--- config.mk ---
export PLATFORM = sky130hd
export DESIGN_NAME = level_episode_tracker
export DESIGN_NICKNAME = d
export VERILOG_FILES = /design/src/rtl/let_pkg.sv /design/src/rtl/level_episode_tracker.sv /design/src/rtl/let_cfg_regs.sv /design/src/rtl/let_episode_core.sv
export SDC_FILE = /design/constraint.sdc
export NUM_CORES = 1
export LEC_CHECK = 0
export BUFFER_PORTS_ARGS = -buffer_cell sky130_fd_sc_hd__buf_4
export CAP_MARGIN = 20
export CORE_MARGIN = 2
export CORE_UTILIZATION = 30
export DETAILED_ROUTE_END_ITERATION = 6
export GPL_ROUTABILITY_DRIVEN = 0
export PLACE_DENSITY = 0.49
export SYNTH_ARGS = -nofsm -noshare
export SYNTH_HDL_FRONTEND = slang
export SYNTH_SLANG_ARGS = --single-unit
--- constraint.sdc ---
create_clock -name clk -period 5.12 [get_ports clk]
set_input_delay 0.768 -clock clk [delete_from_list [all_inputs] [get_ports clk]]
set_output_delay 0.768 -clock clk [all_outputs]
set_load 0.005 [all_outputs]
--- src/rtl/let_pkg.sv ---
// Shared types and constants for the level episode tracker.
// Used by every module of the block; depends on nothing.
package let_pkg;

    localparam int LEVEL_W   = 12;
    localparam int POS_OUT_W = 15;
    localparam int CNT_W     = 14;
    localparam int CAT_W     = 2;
    localparam int CFG_IDX_W = 2;
    localparam int TDATA_IN_W  = 16;
    localparam int TDATA_OUT_W = 64;

    localparam logic [CNT_W-1:0]   COUNT_LIMIT       = 14'd8192;
    localparam logic [LEVEL_W-1:0] FLOOD_RESET       = 12'd800;
    localparam logic [LEVEL_W-1:0] ALERT_TWO_RESET   = 12'd900;
    localparam logic [LEVEL_W-1:0] ALERT_THREE_RESET = 12'd1000;

    typedef enum logic [CFG_IDX_W-1:0] {
        REG_FLOOD       = 2'd0,
        REG_ALERT_TWO   = 2'd1,
        REG_ALERT_THREE = 2'd2
    } cfg_index_t;

    typedef enum logic [CAT_W-1:0] {
        CAT_NONE  = 2'd0,
        CAT_ONE   = 2'd1,
        CAT_TWO   = 2'd2,
        CAT_THREE = 2'd3
    } category_t;

    typedef struct packed {
        logic [LEVEL_W-1:0] flood_threshold;
        logic [LEVEL_W-1:0] alert_two_threshold;
        logic [LEVEL_W-1:0] alert_three_threshold;
    } cfg_t;

    typedef struct packed {
        logic                 episode_valid;
        logic [POS_OUT_W-1:0] start_position;
        logic [POS_OUT_W-1:0] end_position;
        logic                 category_dropped;
        logic [CNT_W-1:0]     episode_total;
        logic [CNT_W-1:0]     drop_episode_total;
        logic                 sequence_done;
    } result_t;

    function automatic category_t level_category(input logic [LEVEL_W-1:0] level,
                                                 input cfg_t cfg);
        category_t cat;
        if (level <= cfg.flood_threshold) begin
            cat = CAT_NONE;
        end
        else if (level < cfg.alert_two_threshold) begin
            cat = CAT_ONE;
        end
        else if (level < cfg.alert_three_threshold) begin
            cat = CAT_TWO;
        end
        else begin
            cat = CAT_THREE;
        end
        return cat;
    endfunction

endpackage

--- src/rtl/level_episode_tracker.sv ---
// Level episode tracker: one water-level sample per input transfer, one transfer per
// cycle sustained while no back-pressure holds the input. Each sample passes an input
// register, the episode update logic and a result register, which takes the result
// when its sample leaves the input register. A sample that closes no episode and is
// not last yields no output. The result register lets a new sample in while a finished
// result waits; back-pressure reaches the input only when a result-producing sample
// meets a full, stalled result register. Thresholds are written through the cfg
// channel (always ready), by the user only while the block is idle; nothing enforces it.
// Depends on let_pkg, let_cfg_regs and let_episode_core.
module level_episode_tracker #(
    parameter int MAX_SAMPLES = 16384
) (
    input  logic                              clk,
    input  logic                              rst_n,
    input  logic                              s_axis_tvalid,
    output logic                              s_axis_tready,
    input  logic [let_pkg::TDATA_IN_W-1:0]    s_axis_tdata,  // [11:0] sample_level
    input  logic                              s_axis_tlast,  // last_sample
    output logic                              m_axis_tvalid,
    input  logic                              m_axis_tready,
    // [14:0] start_position, [29:15] end_position, [30] category_dropped,
    // [44:31] episode_total, [58:45] drop_episode_total, zero above
    output logic [let_pkg::TDATA_OUT_W-1:0]   m_axis_tdata,
    output logic                              m_axis_tuser,  // episode_valid
    output logic                              m_axis_tlast,  // sequence_done
    input  logic                              cfg_valid,
    output logic                              cfg_ready,
    input  logic [let_pkg::CFG_IDX_W-1:0]     cfg_index,
    input  logic [let_pkg::LEVEL_W-1:0]       cfg_data
);
    import let_pkg::*;

    cfg_t               cfg;
    logic               in_valid_reg, in_valid_next;
    logic [LEVEL_W-1:0] in_level_reg;
    logic               in_last_reg;
    logic               out_valid_reg, out_valid_next;
    result_t            out_reg;
    result_t            result;
    logic               has_result;
    logic               out_free;
    logic               advance;
    logic               in_take;

    let_cfg_regs u_cfg (
        .clk       (clk),
        .rst_n     (rst_n),
        .cfg_valid (cfg_valid),
        .cfg_index (cfg_index),
        .cfg_data  (cfg_data),
        .cfg       (cfg)
    );

    let_episode_core #(
        .MAX_SAMPLES (MAX_SAMPLES)
    ) u_core (
        .clk        (clk),
        .rst_n      (rst_n),
        .cfg        (cfg),
        .advance    (advance),
        .level      (in_level_reg),
        .last       (in_last_reg),
        .has_result (has_result),
        .result     (result)
    );

    assign cfg_ready = 1'b1;

    // a sample with no result may pass even while the result register stalls
    assign out_free      = !out_valid_reg || m_axis_tready;
    assign advance       = in_valid_reg && (out_free || !has_result);
    assign s_axis_tready = !in_valid_reg || advance;
    assign in_take       = s_axis_tvalid && s_axis_tready;

    always_comb
    begin
        in_valid_next = in_valid_reg;
        if (in_take)
        begin
            in_valid_next = 1'b1;
        end
        else if (advance)
        begin
            in_valid_next = 1'b0;
        end

        out_valid_next = out_valid_reg;
        if (advance && has_result)
        begin
            out_valid_next = 1'b1;
        end
        else if (m_axis_tready)
        begin
            out_valid_next = 1'b0;
        end
    end

    always_ff @(posedge clk or negedge rst_n)
    begin
        if (!rst_n)
        begin
            in_valid_reg  <= 1'b0;
            out_valid_reg <= 1'b0;
        end
        else
        begin
            in_valid_reg  <= in_valid_next;
            out_valid_reg <= out_valid_next;
        end
    end

    always_ff @(posedge clk)
    begin
        if (in_take)
        begin
            in_level_reg <= s_axis_tdata[LEVEL_W-1:0];
            in_last_reg  <= s_axis_tlast;
        end
        if (advance && has_result)
        begin
            out_reg <= result;
        end
    end

    assign m_axis_tvalid = out_valid_reg;
    assign m_axis_tuser  = out_reg.episode_valid;
    assign m_axis_tlast  = out_reg.sequence_done;
    assign m_axis_tdata  = {5'b0,
                            out_reg.drop_episode_total,
                            out_reg.episode_total,
                            out_reg.category_dropped,
                            out_reg.end_position,
                            out_reg.start_position};

endmodule

--- src/rtl/let_cfg_regs.sv ---
// Threshold registers of the level episode tracker, written over the config channel.
// Depends on let_pkg.
module let_cfg_regs (
    input  logic                          clk,
    input  logic                          rst_n,
    input  logic                          cfg_valid,
    input  logic [let_pkg::CFG_IDX_W-1:0] cfg_index,
    input  logic [let_pkg::LEVEL_W-1:0]   cfg_data,
    output let_pkg::cfg_t                 cfg
);
    import let_pkg::*;

    cfg_t cfg_reg;
    cfg_t cfg_next;

    always_comb
    begin
        cfg_next = cfg_reg;
        if (cfg_valid)
        begin
            unique case (cfg_index_t'(cfg_index))
                REG_FLOOD:       cfg_next.flood_threshold       = cfg_data;
                REG_ALERT_TWO:   cfg_next.alert_two_threshold   = cfg_data;
                REG_ALERT_THREE: cfg_next.alert_three_threshold = cfg_data;
                default:         cfg_next = cfg_reg; // unused index: drop the write
            endcase
        end
    end

    always_ff @(posedge clk or negedge rst_n)
    begin
        if (!rst_n)
        begin
            cfg_reg.flood_threshold       <= FLOOD_RESET;
            cfg_reg.alert_two_threshold   <= ALERT_TWO_RESET;
            cfg_reg.alert_three_threshold <= ALERT_THREE_RESET;
        end
        else
        begin
            cfg_reg <= cfg_next;
        end
    end

    assign cfg = cfg_reg;

endmodule

--- src/rtl/let_episode_core.sv ---
// Episode state and per-sample update: categorises one registered sample,
// tracks the open episode and builds the result. Depends on let_pkg.
module let_episode_core #(
    parameter int MAX_SAMPLES = 16384
) (
    input  logic                        clk,
    input  logic                        rst_n,
    input  let_pkg::cfg_t               cfg,
    input  logic                        advance,
    input  logic [let_pkg::LEVEL_W-1:0] level,
    input  logic                        last,
    output logic                        has_result,
    output let_pkg::result_t            result
);
    import let_pkg::*;

    localparam int POS_W = $clog2(MAX_SAMPLES + 1);
    localparam logic [POS_W-1:0] POS_MAX = POS_W'(MAX_SAMPLES);

    logic [POS_W-1:0] pos_reg,      pos_next;
    logic             in_ep_reg,    in_ep_next;
    logic [POS_W-1:0] start_reg,    start_next;
    category_t        prev_cat_reg, prev_cat_next;
    logic             drop_reg,     drop_next;
    logic [CNT_W-1:0] ep_cnt_reg,   ep_cnt_next;
    logic [CNT_W-1:0] drop_cnt_reg, drop_cnt_next;

    category_t        cat;
    logic             closed;
    logic [POS_W-1:0] pos;
    logic [POS_W-1:0] c_start;
    logic [POS_W-1:0] c_end;
    logic             c_drop;

    always_comb
    begin
        cat = level_category(level, cfg);
        pos = (pos_reg == POS_MAX) ? pos_reg : pos_reg + 1'b1;

        in_ep_next    = in_ep_reg;
        start_next    = start_reg;
        drop_next     = drop_reg;
        ep_cnt_next   = ep_cnt_reg;
        drop_cnt_next = drop_cnt_reg;
        closed        = 1'b0;
        c_start       = '0;
        c_end         = '0;
        c_drop        = 1'b0;

        if (cat != CAT_NONE)
        begin
            if (!in_ep_reg)
            begin
                in_ep_next = 1'b1;
                start_next = pos;
                drop_next  = (cat < prev_cat_reg);
            end
            else if (cat < prev_cat_reg)
            begin
                drop_next = 1'b1;
            end
            if (last)
            begin
                closed  = 1'b1;
                c_start = start_next;
                c_end   = pos;
                c_drop  = drop_next;
            end
        end
        else if (in_ep_reg)
        begin
            // low sample ends the episode at the previous position
            closed  = 1'b1;
            c_start = start_reg;
            c_end   = pos_reg;
            c_drop  = drop_reg;
        end

        if (closed)
        begin
            in_ep_next = 1'b0;
            drop_next  = 1'b0;
            if (ep_cnt_reg < COUNT_LIMIT)
            begin
                ep_cnt_next = ep_cnt_reg + 1'b1;
            end
            if (c_drop && (drop_cnt_reg < COUNT_LIMIT))
            begin
                drop_cnt_next = drop_cnt_reg + 1'b1;
            end
        end

        has_result                = closed | last;
        result.episode_valid      = closed;
        result.start_position     = POS_OUT_W'(c_start);
        result.end_position       = POS_OUT_W'(c_end);
        result.category_dropped   = c_drop;
        result.episode_total      = ep_cnt_next;
        result.drop_episode_total = drop_cnt_next;
        result.sequence_done      = last;

        pos_next      = pos;
        prev_cat_next = cat;
        if (last)
        begin
            // end of sequence: clear everything for the next one
            pos_next      = '0;
            in_ep_next    = 1'b0;
            start_next    = '0;
            prev_cat_next = CAT_NONE;
            drop_next     = 1'b0;
            ep_cnt_next   = '0;
            drop_cnt_next = '0;
        end
    end

    always_ff @(posedge clk or negedge rst_n)
    begin
        if (!rst_n)
        begin
            pos_reg      <= '0;
            in_ep_reg    <= 1'b0;
            start_reg    <= '0;
            prev_cat_reg <= CAT_NONE;
            drop_reg     <= 1'b0;
            ep_cnt_reg   <= '0;
            drop_cnt_reg <= '0;
        end
        else if (advance)
        begin
            pos_reg      <= pos_next;
            in_ep_reg    <= in_ep_next;
            start_reg    <= start_next;
            prev_cat_reg <= prev_cat_next;
            drop_reg     <= drop_next;
            ep_cnt_reg   <= ep_cnt_next;
            drop_cnt_reg <= drop_cnt_next;
        end
    end

endmodule

---- Yosys cells after proc, flatten, opt, wreduce, memory -nomap -nowiden ----
Index checks and enable logic that the tools add are counted.
word-level totals
  input port bits ......................... 36
  bits in writable memories ............... 0
  memories ................................ 0
  bits in latches ......................... 0
  ROM bits ................................ 0
  register bits ........................... 174
operators by class
  muxes and demuxes ....................... 39
  bitwise gates (word level) .............. 1
  reductions and logical operators ........ 21
  order comparisons ....................... 6
  eq/ne operators ......................... 3
  shifts and indexed selects .............. 0
  divide/modulo/power cells ............... 0
  multiply operators ...................... 0
  $add $sub $neg .......................... 3
operators by type and width
  operator                                       number
  two-way mux 15 bit                             11
  two-way mux 14 bit                             6
  adder 14 x 1 -> 14 bit, second input constant  2
  < comparator 14 bit, second input constant     2
  < comparator 12 bit                            2
  two-way mux 1 bit                              19
  adder 15 x 1 -> 15 bit, second input constant  1
  == test 15 bit, second input constant          1
  less-or-equal comparator 12 bit                1
  AND reduction 2 bit                            5
  nonzero test 2 bit                             4
  two-way mux 2 bit                              3
  logical AND 1 bit                              4
  logical NOT 1 bit                              3
  logical OR 1 bit                               3
  nonzero test 3 bit                             1
  == test 2 x 1 -> 1 bit, second input constant  1
  == test 2 bit, second input constant           1
  logical NOT 2 bit                              1
  < comparator 2 bit                             1
  OR 1 bit                                       1

---- Longest topological paths before layout ----
  depth in word-level cells ............... 13
  gate-level depth with buffers ........... 15

---- By module ----
Synthesis repeated with hierarchy kept, for this count alone.
unflattened totals
  cells, all modules ...................... 847
  area total of the unflattened synthesis .. 9,125.0 sq um
modules (own cells, without submodules)
  module                 sequential area each (sq um)  cells an instance  area an instance (sq um)  times used
  let_episode_core       1,551.5                       677                5,360.1                   1
  level_episode_tracker  2,272.2                       92                 2,392.3                   1
  let_cfg_regs           917.1                         78                 1,372.6                   1

---- Worst setup path before layout ----
No wires, ideal clock.
  path type ............................... reg-to-reg
  start ................................... register u_cfg.cfg_reg (netlist bit u_cfg.cfg[33])
  end ..................................... register out_reg (netlist bit m_axis_tdata[0]), enable pin
  period minus slack after synthesis ...... 5.087 ns
  arrival time ............................ 4.607 ns
  cell stages (with the launch flop) ...... 11
  slack ................................... 0.033 ns
  path through ............................ dfstp_2 inv_1 ha_1 nand4_2 nor4_4 a31o_4 buf_2 and2_1 buf_2 nor2_1 nor2_1
on the way
  cells in the longest elaborated chain, start to end .. 9
RTL lines
  item                                 line                          source
  start, declared                      let_cfg_regs.sv:13            cfg_t cfg_reg;
  start signal, assigned               let_cfg_regs.sv:40            cfg_reg <= cfg_next;
  less-or-equal comparator 12 bit (*)  let_pkg.sv:50                 if (level <= cfg.flood_threshold) begin
  two-way mux 2 bit (*)                let_pkg.sv:50
  nonzero test 2 bit (*)               let_episode_core.sv:50        if (cat != CAT_NONE)
  two-way mux 1 bit (*)                let_episode_core.sv:50
  OR 1 bit (*)                         let_episode_core.sv:93        has_result = closed | last;
  logical NOT 1 bit                    level_episode_tracker.sv:71   assign advance = in_valid_reg && (out_free || !has_result);
  logical OR 1 bit                     level_episode_tracker.sv:71
  logical AND 1 bit                    level_episode_tracker.sv:71
  logical AND 1 bit (*)                level_episode_tracker.sv:119  if (advance && has_result)
  end signal, assigned                 level_episode_tracker.sv:121  out_reg <= result;
  end, declared                        level_episode_tracker.sv:38   result_t out_reg;
Every way passes the cells marked *; elsewhere a longest branch is shown, timed or not.
A chain may end at the register's enable or synchronous reset.

---- Final worst setup path ----
  start ................................... register u_cfg.cfg_reg (netlist bit u_cfg.cfg[33])
  end ..................................... register out_reg (netlist bit m_axis_tdata[14]), enable pin
The elaborated chain is that of the path after synthesis.

==> results.txt <==
Status - finished, final reports clean
Fin nets - 1013
Final period util - 0.665
Largest net degree at the start of global routing - 75
Multi-input gate area - 0.00390 mm^2
Final cell count without fillers - 1341
Global-route wire length before repair - 34.5 mm
Vias post-DR - 6430
Drt via density - 4.79
Wirelength per Cell - 15.9 um
Clock sinks - 174
Num CTS Buffers - 17
DR DRC count - 0
H-tree levels - 4
CP Max Fanout - 38
Placed Instances - 1309
Starting Density - 0.306
DRT Wirelength - 21.3 mm
Worst setup EP type - flip-flop
Starting DRT DRC Count - 384
DP Wirelength - 14.1 mm
Port buffer count - 94
RSZ-0062 raised after global routing - false
Worst Path Required - 5.25 ns
First-pass DRT Iterations - 7
Reg clk slew, reported paths - 0.08 ns
Diode count - 0
Hold Violations, Final - 0
Slew Limit Fails - 0
Largest register FFs - 59
Site Rows - 63
Clock latency on the worst-skew pair - 0.44 ns
Switching pwr - 1.34 mW
Placed cell areas - 0.0101 mm^2
Critical path data arrival time - 3.53 ns
Fillers - 2992
Area Overhead vs Synth - 18.2%
#FFs+latches synth - 174
Core outline area - 0.0297 mm^2
Yosys cell types - 75
Highest Clock Rate - 294 MHz
Comb pwr share - 0.232
Clk_skew - 0.0136 ns
Die Y - 178 um
Vias in the first global route - 6490
Synth Area per Inst - 10.5 um^2
Sequential share of the synthesized area - 0.522
Async S/R FF share, synth - 0.575
Top FF cell, synth - dfrtp_1
Leakage - 4.41 nW
Power Density - 384 mW/mm^2
Synth warnings - 0
Sequential share of power - 0.444
Hold-fix buffers at CTS - 0
Post-synth top area share - 0.245
Synth area leaders - edfxtp_1, dfrtp_1, ha_1, nand2_1, dfstp_2
Initial antenna violation count - 0
Post-CTS Setup Inserts - 0
Critical path class - reg2reg
Cell taking the most area after synthesis - edfxtp_1
CTS tree - yes
Hold Path Class - in2async
Max Buffers Root-to-Sink - 2
Syn Std Cell Area - 0.00908 mm^2
Register area - 0.00474 mm^2
Measured slew at the worst slew-check pin - 0.975 ns
Final setup viols - 0
Gr usage total - 0.141
I/O pin total - 105
CTS resizes - 0
Number of synthesized flops with an enable pin - 74
Root buf cell - clkbuf_16
Die Span X - 178 um
GRT Residual Overflow - 0
Switching share of power - 0.324
Max Cap Viol - 0
Final core utilization - 0.361
Relative slew slack - 0.350
Layout cell share with drive strength beyond 1 - 0.211
Clk pwr share - 0.324
Crit path time final - 3.41 ns
Post-route cell area - 0.0107 mm^2
Setup_tns - 0 ns
Critical Path Source Type - flip-flop
Cell internal pwr - 2.78 mW
Hold_ws - 0.484 ns
Peak supply drop - 0.226 mV
Die area - 0.0317 mm^2
Antenna Nets Post-Route - 0
Cell count after synthesis - 868
cell families (layout without fill, tap and decap cells):
logic type | after synthesis | count (layout) | synth area share
AO/OA/AOI/OAI | 173 | 173 | 0.129
buffers and inverters | 110 | 189 | 0.0515
flip-flops | 174 | 174 | 0.522
other | 2 | 6 | 0.000827
multiplexers | 41 | 41 | 0.0507
AND/OR/NAND/NOR | 293 | 293 | 0.157
XOR/XNOR | 36 | 36 | 0.0347
adder cells (fa/ha/maj) | 39 | 39 | 0.0537
placed cells by master, fill, tap and decap left out, drive strengths merged, types with 3 or more instances in the layout:
master,n
nand2b,6
xnor2,20
nand3,29
xor2,16
clkinv,6
o31ai,12
edfxtp,74
and2,6
o21a,3
dfstp,13
a211o,3
buf,103
nor2,56
mux2,27
mux2i,14
clkbuf,18
a31oi,3
a21oi,36
nor2b,6
a22oi,5
a21o,5
nor3,17
o311ai,7
ha,39
o21ai,72
inv,59
nand4,12
dfrtp,87
and3,4
nor4,9
nand2,122
or3,11
o2bb2ai,10
nor3b,4
nand3b,3
conb,6
nor4b,3
synth_stat cells (13+ instances only):
cell and count:
nor3_1 16, mux2_2 26, clkbuf_1 28, a21oi_1 36
buf_2 14, xor2_1 16, mux2i_1 13, edfxtp_1 74
dfstp_2 13, nand2_1 121, nand3_1 28, dfrtp_1 87
o21ai_0 64, ha_1 39, inv_1 53, xnor2_1 20
nor2_1 56
critical path, stage by stage, from the launching register on:
cell and delay [ns]:
dfstp_2 0.52, inv_1 0.05, ha_1 0.32, nand4_2 0.16
nor4_4 0.40, a31o_4 0.36, and2_1 0.20, nor2_1 0.08
nor2_4 0.66, buf_12 0.31
metal layers:
metal | part of all wire | routed length [um] | GRT usage | up-vias
li1 | - | - | - | 3189
met1 | 0.48 | 10200 | 0.191 | 3100
met2 | 0.48 | 10100 | 0.233 | 124
met3 | 0.034 | 733 | 0.0225 | 17
met4 | 0.010 | 222 | 0.0386 | 0
met5 | 0 | 0 | 0 | -
power groups by stage:
stage	clock network (mW)	logic [mW]	registers, mW
after floorplan	0	0.666	1.82
after global placement	0	0.954	1.85
after detailed placement	0	0.968	1.86
after CTS	1.39	0.972	1.83
after global routing	1.45	1.08	1.86
final	1.34	0.953	1.83
worst paths after layout:
path	cells past startpoint	endpoint	slack (ns)	from
setup / recovery	9	m_axis_tdata[14]	1.71	u_cfg.cfg[33]
hold / removal	1	u_core.ep_cnt_reg[4]	0.48	rst_n
setup reg to reg	9	m_axis_tdata[14]	1.71	u_cfg.cfg[33]
hold reg to reg	2	u_core.prev_cat_reg[0]	0.50	u_core.prev_cat_reg[0]
max in group asynchronous	2	u_core.prev_cat_reg[1]	3.61	rst_n
min in group clk	2	u_core.prev_cat_reg[0]	0.50	u_core.prev_cat_reg[0]
per-stage QoR:
| step | total power [mW] | setup slack (ns) |
|---|---|---|
| 2_1_floorplan | 2.49 | 0.0327 |
| 3_3_place_gp | 2.81 | 1.69 |
| 3_5_place_dp | 2.83 | 1.67 |
| 4_1_cts | 4.19 | 1.65 |
| 5_1_grt | 4.38 | 1.47 |
| 6_report | 4.12 | 1.71 |
cell type report:
type                    instances  share of cell area
clock buffers                  18              0.0400
clock inverters                14              0.0167
inverters                      54              0.0189
multi-input cells             588               0.364
flip-flops and latches        174               0.442
well taps                     390              0.0455
repair buffers                103              0.0732
No activity file was read; power rests on OpenSTA's default activity.
